--- src/hw/rtl/pts_pkg.sv ---
// pts_pkg: shared widths, codes and controller/datapath structs for the
// periodic task scheduler; no dependencies
package pts_pkg;

    localparam int MODE_W        = 2;
    localparam int IVL_W         = 16;
    localparam int LIM_W         = 16;
    localparam int ID_W          = 4;
    localparam int RUN_W         = 16;
    localparam int KIND_W        = 2;
    localparam int TIME_W        = 32;
    localparam int MAX_IDS       = 16;
    localparam int MAX_TASKS_DEF = 16;

    typedef enum logic [MODE_W-1:0] {
        MODE_TICK  = 2'd0,
        MODE_ADD   = 2'd1,
        MODE_QUERY = 2'd2,
        MODE_START = 2'd3
    } t_mode;

    typedef enum logic [KIND_W-1:0] {
        KIND_REPLY = 2'd0,
        KIND_FIRE  = 2'd1,
        KIND_COUNT = 2'd2,
        KIND_STOP  = 2'd3
    } t_kind;

    typedef struct packed {
        logic latch;
        logic exec;
        logic stop;
        logic advance;
        logic scan_init;
        logic scan_step;
        logic flush;
    } t_cmd;

    typedef struct packed {
        t_mode mode;
        logic  running;
        logic  expired;
        logic  scan_done;
        logic  slot_due;
        logic  pend_valid;
        logic  out_free;
    } t_status;

endpackage

--- src/hw/rtl/pts_req_if.sv ---
// pts_req_if: request channel of the periodic task scheduler
// depends on pts_pkg for field widths
interface pts_req_if;
    logic                       valid;
    logic                       ready;
    logic [pts_pkg::MODE_W-1:0] mode;
    logic [pts_pkg::IVL_W-1:0]  task_interval;
    logic [pts_pkg::LIM_W-1:0]  task_max_runs;
    logic [pts_pkg::ID_W-1:0]   query_index;

    modport source (output valid, output mode, output task_interval,
                    output task_max_runs, output query_index, input ready);
    modport sink   (input valid, input mode, input task_interval,
                    input task_max_runs, input query_index, output ready);
endinterface

--- src/hw/rtl/pts_rsp_if.sv ---
// pts_rsp_if: result channel of the periodic task scheduler
// depends on pts_pkg for field widths
interface pts_rsp_if;
    logic                       valid;
    logic                       ready;
    logic [pts_pkg::KIND_W-1:0] result_kind;
    logic [pts_pkg::ID_W-1:0]   task_id;
    logic [pts_pkg::RUN_W-1:0]  run_count;
    logic                       status;
    logic                       last_of_tick;

    modport source (output valid, output result_kind, output task_id,
                    output run_count, output status, output last_of_tick,
                    input ready);
    modport sink   (input valid, input result_kind, input task_id,
                    input run_count, input status, input last_of_tick,
                    output ready);
endinterface

--- src/hw/rtl/pts_ctrl.sv ---
// pts_ctrl: sequencing state machine of the periodic task scheduler
// depends on pts_pkg; drives datapath commands from datapath status
module pts_ctrl (
    input  logic             i_clk,
    input  logic             i_rst_n,
    input  logic             i_req_valid,
    output logic             o_req_ready,
    output pts_pkg::t_cmd    o_cmd,
    input  pts_pkg::t_status i_status
);
    import pts_pkg::*;

    typedef enum logic [1:0] {
        S_IDLE,
        S_DECODE,
        S_SCAN,
        S_FLUSH
    } t_state;

    t_state r_state;
    t_state n_state;

    always_ff @(posedge i_clk) begin
        if (!i_rst_n) begin
            r_state <= S_IDLE;
        end else begin
            r_state <= n_state;
        end
    end

    assign o_req_ready = (r_state == S_IDLE);

    always_comb begin
        n_state = r_state;
        o_cmd   = '0;
        case (r_state)
            S_IDLE: begin
                if (i_req_valid) begin
                    o_cmd.latch = 1'b1;
                    n_state     = S_DECODE;
                end
            end
            S_DECODE: begin
                if (i_status.mode == MODE_TICK) begin
                    if (!i_status.running) begin
                        o_cmd.advance = 1'b1;
                        n_state       = S_IDLE;
                    end else if (i_status.expired) begin
                        if (i_status.out_free) begin
                            o_cmd.stop    = 1'b1;
                            o_cmd.advance = 1'b1;
                            n_state       = S_IDLE;
                        end
                    end else begin
                        o_cmd.scan_init = 1'b1;
                        n_state         = S_SCAN;
                    end
                end else if (i_status.out_free) begin
                    o_cmd.exec = 1'b1;
                    n_state    = S_IDLE;
                end
            end
            S_SCAN: begin
                if (i_status.scan_done) begin
                    n_state = S_FLUSH;
                end else if (!(i_status.slot_due && i_status.pend_valid &&
                               !i_status.out_free)) begin
                    o_cmd.scan_step = 1'b1;
                end
            end
            S_FLUSH: begin
                if (!i_status.pend_valid) begin
                    o_cmd.advance = 1'b1;
                    n_state       = S_IDLE;
                end else if (i_status.out_free) begin
                    o_cmd.flush   = 1'b1;
                    o_cmd.advance = 1'b1;
                    n_state       = S_IDLE;
                end
            end
            default: begin
                n_state = S_IDLE;
            end
        endcase
    end

endmodule

--- src/hw/rtl/pts_datapath.sv ---
// pts_datapath: task tables, timers, slot scan and result register
// depends on pts_pkg; steered by pts_ctrl through t_cmd / t_status
module pts_datapath #(
    parameter int MAX_TASKS = pts_pkg::MAX_TASKS_DEF
) (
    input  logic                       i_clk,
    input  logic                       i_rst_n,
    input  logic                       i_cfg_we,
    input  logic [pts_pkg::TIME_W-1:0] i_cfg_wdata,
    input  logic [pts_pkg::MODE_W-1:0] i_mode,
    input  logic [pts_pkg::IVL_W-1:0]  i_task_interval,
    input  logic [pts_pkg::LIM_W-1:0]  i_task_max_runs,
    input  logic [pts_pkg::ID_W-1:0]   i_query_index,
    input  pts_pkg::t_cmd              i_cmd,
    output pts_pkg::t_status           o_status,
    input  logic                       i_out_ready,
    output logic                       o_out_valid,
    output logic [pts_pkg::KIND_W-1:0] o_result_kind,
    output logic [pts_pkg::ID_W-1:0]   o_task_id,
    output logic [pts_pkg::RUN_W-1:0]  o_run_count,
    output logic                       o_status_bit,
    output logic                       o_last_of_tick
);
    import pts_pkg::*;

    localparam int CAP    = (MAX_TASKS < MAX_IDS) ? MAX_TASKS : MAX_IDS;
    localparam int USED_W = $clog2(CAP + 1);
    localparam int IDX_W  = (CAP > 1) ? $clog2(CAP) : 1;

    logic [TIME_W-1:0] r_run_dur;
    logic [IVL_W-1:0]  r_ivl_tab  [CAP];
    logic [LIM_W-1:0]  r_lim_tab  [CAP];
    logic [RUN_W-1:0]  r_cnt_tab  [CAP];
    logic [TIME_W-1:0] r_ftime_tab[CAP];
    logic [CAP-1:0]    r_fired;
    logic [USED_W-1:0] r_used;
    logic [TIME_W-1:0] r_now;
    logic [TIME_W-1:0] r_start;
    logic              r_running;

    t_mode             r_mode;
    logic [IVL_W-1:0]  r_ivl_in;
    logic [LIM_W-1:0]  r_lim_in;
    logic [ID_W-1:0]   r_q;

    logic [USED_W-1:0] r_slot;
    logic              r_pend_valid;
    logic [ID_W-1:0]   r_pend_id;
    logic [RUN_W-1:0]  r_pend_cnt;

    logic              r_out_valid;
    t_kind             r_out_kind;
    logic [ID_W-1:0]   r_out_id;
    logic [RUN_W-1:0]  r_out_cnt;
    logic              r_out_status;
    logic              r_out_last;

    logic [IDX_W-1:0]  rd_idx;
    logic [IDX_W-1:0]  wr_idx;
    logic [RUN_W-1:0]  rd_cnt;
    logic [RUN_W-1:0]  new_cnt;
    logic [TIME_W-1:0] elapsed;
    logic              exhausted;
    logic              due;
    logic              full;
    logic              q_in_use;
    logic              add_wr;
    logic              fire_wr;
    logic              out_free;

    logic              out_load;
    t_kind             out_kind;
    logic [ID_W-1:0]   out_id;
    logic [RUN_W-1:0]  out_cnt;
    logic              out_status;
    logic              out_last;

    assign rd_idx    = i_cmd.exec ? r_q[IDX_W-1:0] : r_slot[IDX_W-1:0];
    assign wr_idx    = i_cmd.exec ? r_used[IDX_W-1:0] : r_slot[IDX_W-1:0];
    assign rd_cnt    = r_cnt_tab[rd_idx];
    assign new_cnt   = (rd_cnt == '1) ? rd_cnt : rd_cnt + RUN_W'(1);
    assign elapsed   = r_now - r_ftime_tab[rd_idx];
    assign exhausted = (r_lim_tab[rd_idx] != '0) && (rd_cnt >= r_lim_tab[rd_idx]);
    assign due       = !exhausted &&
                       (!r_fired[rd_idx] || (elapsed >= TIME_W'(r_ivl_tab[rd_idx])));
    assign full      = (r_used == USED_W'(CAP));
    assign q_in_use  = ({1'b0, r_q} < 5'(r_used));
    assign add_wr    = i_cmd.exec && (r_mode == MODE_ADD) && !full;
    assign fire_wr   = i_cmd.scan_step && due;
    assign out_free  = !r_out_valid || i_out_ready;

    assign o_status.mode       = r_mode;
    assign o_status.running    = r_running;
    assign o_status.expired    = (r_run_dur != '0) && ((r_now - r_start) >= r_run_dur);
    assign o_status.scan_done  = (r_slot == r_used);
    assign o_status.slot_due   = due;
    assign o_status.pend_valid = r_pend_valid;
    assign o_status.out_free   = out_free;

    always_comb begin
        out_load   = 1'b0;
        out_kind   = KIND_REPLY;
        out_id     = '0;
        out_cnt    = '0;
        out_status = 1'b0;
        out_last   = 1'b1;
        if (i_cmd.exec) begin
            out_load = 1'b1;
            case (r_mode)
                MODE_ADD: begin
                    out_status = full;
                    out_id     = full ? '0 : ID_W'(r_used);
                end
                MODE_QUERY: begin
                    out_kind   = KIND_COUNT;
                    out_id     = r_q;
                    out_cnt    = q_in_use ? rd_cnt : '0;
                    out_status = !q_in_use;
                end
                default: begin
                end
            endcase
        end else if (i_cmd.stop) begin
            out_load = 1'b1;
            out_kind = KIND_STOP;
        end else if ((i_cmd.scan_step && due && r_pend_valid) ||
                     (i_cmd.flush && r_pend_valid)) begin
            out_load = 1'b1;
            out_kind = KIND_FIRE;
            out_id   = r_pend_id;
            out_cnt  = r_pend_cnt;
            out_last = i_cmd.flush;
        end
    end

    always_ff @(posedge i_clk) begin
        if (!i_rst_n) begin
            r_run_dur    <= '0;
            r_fired      <= '0;
            r_used       <= '0;
            r_now        <= '0;
            r_start      <= '0;
            r_running    <= 1'b0;
            r_pend_valid <= 1'b0;
            r_out_valid  <= 1'b0;
        end else begin
            if (i_cfg_we) begin
                r_run_dur <= i_cfg_wdata;
            end
            if (add_wr) begin
                r_fired[wr_idx] <= 1'b0;
                r_used          <= r_used + USED_W'(1);
            end
            if (fire_wr) begin
                r_fired[wr_idx] <= 1'b1;
            end
            if (i_cmd.advance) begin
                r_now <= r_now + TIME_W'(1);
            end
            if (i_cmd.exec && (r_mode == MODE_START)) begin
                r_start   <= r_now;
                r_running <= 1'b1;
            end
            if (i_cmd.stop) begin
                r_running <= 1'b0;
            end
            if (i_cmd.scan_init || i_cmd.flush) begin
                r_pend_valid <= 1'b0;
            end else if (fire_wr) begin
                r_pend_valid <= 1'b1;
            end
            if (out_load) begin
                r_out_valid <= 1'b1;
            end else if (i_out_ready) begin
                r_out_valid <= 1'b0;
            end
        end
    end

    always_ff @(posedge i_clk) begin
        if (i_cmd.latch) begin
            r_mode   <= t_mode'(i_mode);
            r_ivl_in <= i_task_interval;
            r_lim_in <= i_task_max_runs;
            r_q      <= i_query_index;
        end
        if (add_wr) begin
            r_ivl_tab[wr_idx] <= r_ivl_in;
            r_lim_tab[wr_idx] <= r_lim_in;
            r_cnt_tab[wr_idx] <= '0;
        end
        if (fire_wr) begin
            r_cnt_tab[wr_idx]   <= new_cnt;
            r_ftime_tab[wr_idx] <= r_now;
            r_pend_id           <= ID_W'(r_slot);
            r_pend_cnt          <= new_cnt;
        end
        if (i_cmd.scan_init) begin
            r_slot <= '0;
        end else if (i_cmd.scan_step) begin
            r_slot <= r_slot + USED_W'(1);
        end
        if (out_load) begin
            r_out_kind   <= out_kind;
            r_out_id     <= out_id;
            r_out_cnt    <= out_cnt;
            r_out_status <= out_status;
            r_out_last   <= out_last;
        end
    end

    assign o_out_valid    = r_out_valid;
    assign o_result_kind  = r_out_kind;
    assign o_task_id      = r_out_id;
    assign o_run_count    = r_out_cnt;
    assign o_status_bit   = r_out_status;
    assign o_last_of_tick = r_out_last;

endmodule

--- src/hw/rtl/periodic_task_scheduler_core.sv ---
// periodic_task_scheduler_core: top level, state machine plus datapath
// add, query and start: the request is latched, then executed in the decode state once the output is free, which
// registers the result; tick: the request is latched and decoded, the n tasks in use are scanned one slot a cycle
// unless a fired result waits on a stalled output, and the last fired result is then flushed into the output register
// synchronous reset clears time, run duration, run state, fill count, fired flags and output valid
module periodic_task_scheduler_core #(
    parameter int MAX_TASKS = pts_pkg::MAX_TASKS_DEF
) (
    input  logic                       i_clk,
    input  logic                       i_rst_n,
    input  logic                       i_cfg_we,
    input  logic [pts_pkg::TIME_W-1:0] i_cfg_wdata,
    pts_req_if.sink                    i_req,
    pts_rsp_if.source                  o_rsp
);
    import pts_pkg::*;

    t_cmd    cmd;
    t_status status;
    logic    req_ready;

    assign i_req.ready = req_ready;

    pts_ctrl u_ctrl (
        .i_clk       (i_clk),
        .i_rst_n     (i_rst_n),
        .i_req_valid (i_req.valid),
        .o_req_ready (req_ready),
        .o_cmd       (cmd),
        .i_status    (status)
    );

    pts_datapath #(
        .MAX_TASKS (MAX_TASKS)
    ) u_datapath (
        .i_clk           (i_clk),
        .i_rst_n         (i_rst_n),
        .i_cfg_we        (i_cfg_we),
        .i_cfg_wdata     (i_cfg_wdata),
        .i_mode          (i_req.mode),
        .i_task_interval (i_req.task_interval),
        .i_task_max_runs (i_req.task_max_runs),
        .i_query_index   (i_req.query_index),
        .i_cmd           (cmd),
        .o_status        (status),
        .i_out_ready     (o_rsp.ready),
        .o_out_valid     (o_rsp.valid),
        .o_result_kind   (o_rsp.result_kind),
        .o_task_id       (o_rsp.task_id),
        .o_run_count     (o_rsp.run_count),
        .o_status_bit    (o_rsp.status),
        .o_last_of_tick  (o_rsp.last_of_tick)
    );

endmodule

--- src/flat_wrapper.sv ---
// flat-port wrapper written by rule: the top's interface ports become plain ports
module periodic_task_scheduler_core_flat import pts_pkg::*;
#(
    parameter int MAX_TASKS = pts_pkg::MAX_TASKS_DEF
)
  (i_clk, i_rst_n, i_cfg_we, i_cfg_wdata, i_req_valid, i_req_mode, i_req_task_interval, i_req_task_max_runs, i_req_query_index, i_req_ready, o_rsp_valid, o_rsp_result_kind, o_rsp_task_id, o_rsp_run_count, o_rsp_status, o_rsp_last_of_tick, o_rsp_ready);
  pts_req_if i_req_i ();
  pts_rsp_if o_rsp_i ();
  input  logic i_clk;
  input  logic i_rst_n;
  input  logic i_cfg_we;
  input  logic [pts_pkg::TIME_W-1:0] i_cfg_wdata;
  input wire logic [$bits(i_req_i.valid)-1:0] i_req_valid;
  input wire logic [$bits(i_req_i.mode)-1:0] i_req_mode;
  input wire logic [$bits(i_req_i.task_interval)-1:0] i_req_task_interval;
  input wire logic [$bits(i_req_i.task_max_runs)-1:0] i_req_task_max_runs;
  input wire logic [$bits(i_req_i.query_index)-1:0] i_req_query_index;
  output wire logic [$bits(i_req_i.ready)-1:0] i_req_ready;
  output wire logic [$bits(o_rsp_i.valid)-1:0] o_rsp_valid;
  output wire logic [$bits(o_rsp_i.result_kind)-1:0] o_rsp_result_kind;
  output wire logic [$bits(o_rsp_i.task_id)-1:0] o_rsp_task_id;
  output wire logic [$bits(o_rsp_i.run_count)-1:0] o_rsp_run_count;
  output wire logic [$bits(o_rsp_i.status)-1:0] o_rsp_status;
  output wire logic [$bits(o_rsp_i.last_of_tick)-1:0] o_rsp_last_of_tick;
  input wire logic [$bits(o_rsp_i.ready)-1:0] o_rsp_ready;
  assign i_req_i.valid = i_req_valid;
  assign i_req_i.mode = i_req_mode;
  assign i_req_i.task_interval = i_req_task_interval;
  assign i_req_i.task_max_runs = i_req_task_max_runs;
  assign i_req_i.query_index = i_req_query_index;
  assign i_req_ready = i_req_i.ready;
  assign o_rsp_valid = o_rsp_i.valid;
  assign o_rsp_result_kind = o_rsp_i.result_kind;
  assign o_rsp_task_id = o_rsp_i.task_id;
  assign o_rsp_run_count = o_rsp_i.run_count;
  assign o_rsp_status = o_rsp_i.status;
  assign o_rsp_last_of_tick = o_rsp_i.last_of_tick;
  assign o_rsp_i.ready = o_rsp_ready;
  periodic_task_scheduler_core #(.MAX_TASKS(MAX_TASKS)) u_core (.i_clk(i_clk), .i_rst_n(i_rst_n), .i_cfg_we(i_cfg_we), .i_cfg_wdata(i_cfg_wdata), .i_req(i_req_i), .o_rsp(o_rsp_i));
endmodule
--- config.mk ---
export PLATFORM = sky130hd
export DESIGN_NAME = periodic_task_scheduler_core_flat
export DESIGN_NICKNAME = d
export VERILOG_FILES = /design/src/hw/rtl/pts_pkg.sv /design/src/hw/rtl/pts_req_if.sv /design/src/hw/rtl/pts_rsp_if.sv /design/src/hw/rtl/pts_ctrl.sv /design/src/hw/rtl/pts_datapath.sv /design/src/hw/rtl/periodic_task_scheduler_core.sv /design/src/flat_wrapper.sv
export SDC_FILE = /design/constraint.sdc
export NUM_CORES = 2
export LEC_CHECK = 0
export BUFFER_PORTS_ARGS = -buffer_cell sky130_fd_sc_hd__buf_2
export CORE_MARGIN = 2
export CORE_UTILIZATION = 57
export DETAILED_ROUTE_END_ITERATION = 7
export PLACE_DENSITY = 0.76
export REMOVE_ABC_BUFFERS = 1
export SLEW_MARGIN = 25
export SYNTH_ARGS = -nofsm -noshare
export SYNTH_HDL_FRONTEND = slang
export SYNTH_SLANG_ARGS = --single-unit
--- constraint.sdc ---
create_clock -name i_clk -period 8.3 [get_ports i_clk]
set_input_delay 0.415 -clock i_clk [delete_from_list [all_inputs] [get_ports i_clk]]
set_output_delay 0.415 -clock i_clk [all_outputs]
set_load 0.005 [all_outputs]
# --- After elaboration in Yosys (flattened, before gate mapping) ---
# Memory sizes are Yosys's and may differ from the RTL's.
# Index checks and enable logic that the tools add are counted.
word_totals:
  mem_bits_rw: 1280
  output_inout_bits: 26
  memories: 4
  ff_bits: 209
op_classes:
  n_mux: 63
  reduce_logical: 31
  eq_ne: 11
  magnitude_cmp: 7
  bitwise: 6
  add_sub_neg: 6
memory_table:
  columns: ["memory", "depth", "width", "read_ports", "rd_ports_with_merged_regs", "write_ports", "line", "source"]
  rows:
  - ["u_core.u_datapath.r_ftime_tab", 16, 32, 1, 0, 1, "pts_datapath.sv:34", "logic [TIME_W-1:0] r_ftime_tab[CAP];"]
  - ["u_core.u_datapath.r_cnt_tab", 16, 16, 1, 0, 1, "pts_datapath.sv:33", "logic [RUN_W-1:0] r_cnt_tab [CAP];"]
  - ["u_core.u_datapath.r_ivl_tab", 16, 16, 1, 0, 1, "pts_datapath.sv:31", "logic [IVL_W-1:0] r_ivl_tab [CAP];"]
  - ["u_core.u_datapath.r_lim_tab", 16, 16, 1, 0, 1, "pts_datapath.sv:32", "logic [LIM_W-1:0] r_lim_tab [CAP];"]
ops:
  columns: ["operator", "n"]
  rows:
  - ["16-bit two-way mux", 10]
  - ["32-bit subtractor", 2]
  - ["32-bit by 1-bit adder with 32-bit output (second input constant)", 1]
  - ["32-bit by 16-bit >= comparator with 1-bit output", 1]
  - ["32-bit >= comparator", 1]
  - ["32-bit nonzero test", 1]
  - ["1-bit two-way mux", 27]
  - ["2-bit two-way mux", 13]
  - ["4-bit two-way mux", 6]
  - ["16-bit by 1-bit adder with 16-bit output (second input constant)", 1]
  - ["16-bit bitwise AND", 1]
  - ["16-bit equality test (second input constant)", 1]
  - ["16-bit >= comparator", 1]
  - ["16-bit inverter", 1]
  - ["16-bit bitwise OR", 1]
  - ["16-bit nonzero test", 1]
  - ["1-bit logical AND", 12]
  - ["5-bit by 1-bit adder with 5-bit output (second input constant)", 2]
  - ["4-bit by 5-bit less-than comparator with 1-bit output (second input constant)", 2]
  - ["2-bit equality test (second input constant)", 4]
  - ["2-bit case mux with 4 select lines", 1]
  - ["4-bit case mux with 2 select lines", 1]
  - ["1-bit zero test", 6]
  - ["5-bit equality test", 1]
  - ["other kinds (18)", 26]

# --- Logic depth before layout (Yosys ltp) ---
logic_depth:
  depth_word: 25
  ltp_mapped: 40

# --- Modules after synthesis ---
# Synthesis repeated with hierarchy kept, for this count alone.
unflattened:
  cells_unflattened: 5031
  hier_area_um2: 65081.2
modules_own_cells:
  columns: ["module", "cells_each", "seq_area_each_um2", "n_inst", "area_each_um2"]
  rows:
  - ["pts_datapath", 5004, 43401.6, 1, 64886.0]
  - ["pts_ctrl", 27, 40.0, 1, 195.2]

# --- Least setup slack after synthesis ---
# Ideal clock, no wire load.
synth_timing:
  path_type: "register -> register"
  start: "reg u_core.u_datapath.r_mode[0]"
  end: "mem u_core.u_datapath.r_ftime_tab[1][0], enable pin"
  path_slack_ns: -0.668
  path_stages_with_launch: 39
  t_arrival_ns: 8.507
  required_time_ns: 7.839
  period_less_slack_ns: 8.968
  path_cell_list: "edfxtp_1 > inv_1 > ha_1 > buf_4 > inv_1 > nand4_1 > buf_2 > nand2_1 > buf_2 > buf_4 > buf_4 > buf_2 > clkbuf_1 > clkbuf_1 > clkbuf_1 > nand2_1 > nand3_1 > nand3_1 > (+3 left out) > o31ai_1 > a31oi_1 > a21oi_1 > nand2_1 > xnor2_1 > ha_1 > and4_1 > a21oi_1 > o211ai_1 > or4_1 > a21oi_1 > nor4b_1 > o2111ai_1 > or4_4 > or3_4 > nand3_2 > buf_2 > nor3_1"
synth_via:
  elab_chain_cells: 17
  word_cells_on_any_way: 28
  classes_between: "add/sub: 1; order compare: 2; mux: 11; reduce/logical: 10; memory: 4"
synth_rtl:
  columns: ["item", "line", "source"]
  rows:
  - ["from (decl)", "pts_datapath.sv:41", "t_mode r_mode;"]
  - ["from (signal assigned)", "pts_datapath.sv:182", "r_mode <= t_mode'(i_mode);"]
  - ["2-bit zero test *", "pts_ctrl.sv:44", "if (i_status.mode == MODE_TICK) begin"]
  - ["1-bit two-way mux *", "pts_ctrl.sv:44", null]
  - ["2-bit two-way mux *", "pts_ctrl.sv:36", "case (r_state)"]
  - ["4-bit two-way mux", "pts_datapath.sv:78", "assign rd_idx = i_cmd.exec ? r_q[IDX_W-1:0] : r_slot[IDX_W-1:0];"]
  - ["memory read 16 x 32 bit, or another cell as far along", null, null]
  - ["32-bit subtractor, or another cell as far along", "pts_datapath.sv:82", "assign elapsed = r_now - r_ftime_tab[rd_idx];"]
  - ["32-bit by 16-bit >= comparator with 1-bit output, or another cell as far along", "pts_datapath.sv:85", "(!r_fired[rd_idx] || (elapsed >= TIME_W'(r_ivl_tab[rd_idx])));"]
  - ["1-bit logical OR or 1-bit zero test (tied branches)", "pts_datapath.sv:85, pts_datapath.sv:84", null]
  - ["1-bit logical AND", "pts_datapath.sv:84", "assign due = !exhausted &&"]
  - ["1-bit logical AND (2 in series)", "pts_ctrl.sv:66", "end else if (!(i_status.slot_due && i_status.pend_valid &&"]
  - ["1-bit two-way mux", "pts_ctrl.sv:66", null]
  - ["1-bit two-way mux", "pts_ctrl.sv:64", "if (i_status.scan_done) begin"]
  - ["1-bit two-way mux", "pts_ctrl.sv:36", null]
  - ["1-bit logical AND", "pts_datapath.sv:89", "assign fire_wr = i_cmd.scan_step && due;"]
  - ["1-bit two-way mux", "pts_datapath.sv:192", "if (fire_wr) begin"]
  - ["1-bit two-way mux (implied by the code)", "pts_datapath.sv:194", "r_ftime_tab[wr_idx] <= r_now;"]
  - ["to (decl)", "pts_datapath.sv:34", null]
# Every way passes the cells marked *; elsewhere a longest branch is shown, timed or not. The select of a mux whose other input is x is not followed.

# --- Worst setup path in the final report ---
layout_timing:
  start: "reg u_core.u_datapath.r_mode[1]"
  end: "mem u_core.u_datapath.r_cnt_tab[1][10], data pin"
layout_via:
  elab_chain_cells: 18
  word_cells_on_any_way: 31
  classes_between: "add/sub: 2; order compare: 2; eq/ne: 1; mux: 12; reduce/logical: 10; memory: 4"
layout_rtl:
  columns: ["item", "line", "source"]
  rows:
  - ["2-bit zero test *", "pts_ctrl.sv:44", null]
  - ["1-bit two-way mux *", "pts_ctrl.sv:44", null]
  - ["2-bit two-way mux *", "pts_ctrl.sv:36", null]
  - ["4-bit two-way mux *", "pts_datapath.sv:78", null]
  - ["memory read 16 x 32 bit, or another cell as far along", null, null]
  - ["32-bit subtractor, or another cell as far along", "pts_datapath.sv:82", null]
  - ["32-bit by 16-bit >= comparator with 1-bit output, or another cell as far along", "pts_datapath.sv:85", null]
  - ["1-bit logical OR or 1-bit zero test (tied branches)", "pts_datapath.sv:85, pts_datapath.sv:84", null]
  - ["1-bit logical AND", "pts_datapath.sv:84", null]
  - ["1-bit logical AND (2 in series)", "pts_ctrl.sv:66", null]
  - ["1-bit two-way mux", "pts_ctrl.sv:66", null]
  - ["1-bit two-way mux", "pts_ctrl.sv:64", null]
  - ["1-bit two-way mux", "pts_ctrl.sv:36", null]
  - ["1-bit logical AND", "pts_datapath.sv:89", null]
  - ["1-bit two-way mux", "pts_datapath.sv:192", null]
  - ["1-bit two-way mux (implied by the code)", "pts_datapath.sv:193", "r_cnt_tab[wr_idx] <= new_cnt;"]
  - ["16-bit two-way mux (no line) *", null, null]
  - ["to (decl)", "pts_datapath.sv:33", null]
# Marks and branches as above.

==> reports/results.tsv <==
stage	metric	value	unit
cells_and_area	Synth-to-Final Area Change	13.6	%
floorplan	Ports	101	
route	via count	46000	
min_path	Worst Hold Class	primary input to register	
critical_path	CP max FO	28	
critical_path	Critical Path Max Stage Delay	550	ps
grt	first-pass GRT wire length	267000	um
placement	Final GP Congestion	0.927	
logic_synthesis	mapped cell area	65200	um^2
timing	fmax	127	MHz
critical_path	Critical Path RT	8780	ps
floorplan	Core Region	114000	um^2
critical_path	worst reg2reg setup slack	410	ps
route	routed vias/inst	6.43	
logic_synthesis	Post-synth EDFFs	1362	
route	DR WL/cell	25.1	um
critical_path	crit start category	register	
clocking	clk sinks	1489	
logic_synthesis	Synth async-reset ratio	0	
floorplan	Core Rows	124	
route	DR WL met2	84000	um
logic_synthesis	warning count from the yosys run	0	
timing	worst relative slew slack	0.256	
floorplan	die height	342	um
clocking	CTS tree	built	
critical_path	CP arrival	8370	ps
grt	All-Layer GR Usage	0.301	
outcome	failing checks	DRC	
route	met1 WL	69800	um
placement	HPWL Detailed	106000	um
clocking	Worst-Skew Late Latency	760	ps
cells_and_area	fillers	8093	
cells_and_area	# nets final	5741	
grt	initial antenna violation count	2	
logic_synthesis	Cells after Synth	5315	
critical_path	most frequent CP cell	a21oi_1	
logic_synthesis	prevailing post-synth register cell	edfxtp_1	
cells_and_area	non-filler instance count after layout	7155	
critical_path	worst r2r path cells	32	
timing	final-report hold violation count	0	
route	initial DRC count	6364	
logic_synthesis	Syn Area/Cell	12.3	um^2
grt	largest net degree at the start of global routing	174	
grt	vias in the first global route	43600	
cells_and_area	area of the multi-input gates	20400	um^2
floorplan	starting density of the core	0.573	
timing	Pins Over Slew Limit	0	
timing	Worst-Margin Slew	1110	ps
power_and_ir_drop	leakage power	27.4	nW
clocking	clk slew on worst S/H paths	60	ps
cells_and_area	Reg area	43400	um^2
timing	min cycle time layout	7890	ps
critical_path	Reg-to-Reg End	u_core.u_datapath.r_cnt_tab[1][10]	
floorplan	total die area	117000	um^2
critical_path	critical path class	register to register	
route	met3 WL post-DR	19200	um
placement	I/O Buffers	100	
cells_and_area	most common cell after layout, fill and taps aside	edfxtp_1	
power_and_ir_drop	Max IR drop VDD	0.220	mV
grt	Overflow after GRT	0	
job	max-cap viol count	0	
timing	Clock Skew	23.5	ps
timing	Final Cycle Share	0.951	
route	DRT antenna net count	0	
clocking	CTS root buffer	clkbuf_16	
cells_and_area	most frequent cells in the layout	edfxtp_1 (1362), nand2_1 (1142), nand3_1 (446)	
clocking	CTS buffer count	149	
route	First-pass DRT Iterations	8	
timing	Final Setup Violations	0	
cells_and_area	layout cell share with drive strength beyond 1	0.126	
route	DRC	1	
route	DRT Wirelength	180000	um
floorplan	die width	342	um
placement	placed instance count	6801	
cells_and_area	Ant. Diodes	0	
logic_synthesis	post-synthesis sequential area ratio	0.666	
min_path	beginning of the worst hold path	i_req_valid	
min_path	hold depth	3	
clocking	maximum clock path buffer count	3	
critical_path	CP Capture Type	register	
route	top routing layer used	met5	
cells_and_area	post-layout util	0.651	
outcome	status	complete, but fails checks	
clocking	H-tree Lvls	4	
min_path	WHS Endpoint	u_core.u_ctrl.r_state[0]	
logic_synthesis	Yosys reg bits	1489	
logic_synthesis	Synth cell types	99	
power_and_ir_drop	pwr dens	246	nW/um^2
critical_path	reg-to-reg startpoint	u_core.u_datapath.r_mode[1]	
critical_path	Worst path slowest cell	or4_4	
## Yosys cell counts (9+ instances only)
library cell / number / area [um^2]
edfxtp_1: 1362 / 40900
nand2_1: 1143 / 4290
nand3_1: 446 / 2230
clkbuf_1: 228 / 856
nor2_1: 150 / 563
and3_1: 148 / 926
a21oi_1: 147 / 736
inv_1: 143 / 537
ha_1: 138 / 1730
a311oi_1: 134 / 1170
dfxtp_1: 127 / 2540
a211oi_1: 104 / 781
mux2i_1: 90 / 901
o21ai_0: 66 / 330
buf_2: 59 / 295
nor3_1: 52 / 260
a21o_1: 51 / 383
nand2b_1: 49 / 307
xnor2_1: 47 / 412
a31o_2: 46 / 403
o22ai_1: 45 / 282
a31oi_1: 39 / 244
nand4_1: 34 / 213
a211o_1: 33 / 289
o221ai_1: 31 / 272
and2_1: 25 / 156
buf_1: 25 / 93.8
nor4_1: 23 / 144
o32ai_1: 23 / 201
nor2b_1: 17 / 106
buf_4: 16 / 120
o21a_1: 16 / 120
a22oi_1: 15 / 113
xor2_1: 15 / 131
and4_1: 13 / 114
o211ai_1: 13 / 97.6
or3_1: 13 / 81.3
buf_6: 12 / 135
o31ai_1: 12 / 90.1
a2111oi_0: 10 / 87.6
mux4_2: 9 / 203
## cell families after synthesis
kind of cell,count (synthesis),synth area share
AOI/OAI and AO/OA,871,0.0988
adders and majority gates,140,0.0271
DFF,1489,0.666
muxes,108,0.0185
and+or+nand+nor,2159,0.150
buffers and inverters,486,0.0314
xor gates and xnor gates,62,0.00832
## layer usage
layer,GRT usage,up-vias
li1,-,20300
met1,0.419,22300
met2,0.472,2915
met3,0.0570,461
met4,0.120,2
met5,0,-
## sequential cells by signal, summed over array words and instances, names as in the netlist, 32 cells and up
| register | flops |
|---|---|
| u_core.u_datapath.r_run_dur | 32 |
| u_core.u_datapath.r_now | 32 |
| u_core.u_datapath.r_ivl_tab | 256 |
| u_core.u_datapath.r_ftime_tab | 512 |
| u_core.u_datapath.r_start | 32 |
| u_core.u_datapath.r_cnt_tab | 256 |
| u_core.u_datapath.r_lim_tab | 256 |
## repair_timing
| action | in CTS | in global routing |
|---|---|---|
| resized for setup | 0 | 32 |
| hold buffers | 70 | 0 |
| hold endpoints to repair | 70 | 0 |
| buffers inserted | 0 | 11 |
| setup endpoints to repair | 0 | 1001 |
## power by group
group	switching, mW	internal (mW)	leakage, nW
clock	2.78	3.62	2.24
combinational	2.41	1.17	10.3
sequential	0.0745	8.18	14.8
total	5.26	13.0	27.4
## per-stage QoR
| stage | setup TNS [ps] | hold WS, ps | cell area (um^2) | setup WS [ps] | power (mW) |
|---|---|---|---|---|---|
| floorplan | - | 436 | 63700 | -10030 | 10.8 |
| global placement | 0 | 442 | 68400 | 266 | 11.8 |
| detailed placement | 0 | 446 | 68600 | 77.0 | 11.8 |
| CTS | 0 | 107 | 73900 | 29.5 | 18.2 |
| global route | -4.44 | 187 | 74100 | -0.935 | 18.8 |
| finish | 0 | 149 | 74100 | 411 | 18.2 |
## critical path, delay by kind of cell, from the launching register on
family	cells	cell delay (ps)
flip-flops	1	430
buffers and inverters	7	1300
XOR/XNOR	1	150
AO/OA/AOI/OAI	8	1360
AND/OR/NAND/NOR	13	3390
adder cells (fa/ha/maj)	3	930
## area by class of cell
class                      instances  share of cell area
clock buffer                     198              0.0547
clock inverter                    70             0.00689
inverter                         145             0.00734
multi-input combinational       3344               0.275
sequential                      1489               0.586
tap                             1512              0.0255
timing repair buffer             397              0.0448
## how the worst max path moves through the flow
stage / to / cells past startpoint / start
floorplan: u_core.u_datapath.r_ftime_tab[13][0] / 28 / u_core.u_datapath.r_mode[0]
global placement: u_core.u_datapath.r_cnt_tab[13][10] / 32 / u_core.u_datapath.r_mode[0]
detailed placement: u_core.u_datapath.r_cnt_tab[15][10] / 33 / u_core.u_datapath.r_mode[1]
CTS: u_core.u_datapath.r_cnt_tab[1][10] / 33 / u_core.u_datapath.r_mode[1]
global route: u_core.u_datapath.r_cnt_tab[1][10] / 32 / u_core.u_datapath.r_mode[1]
finish: u_core.u_datapath.r_cnt_tab[1][10] / 32 / u_core.u_datapath.r_mode[1]
(Power assumes the default switching activity.)
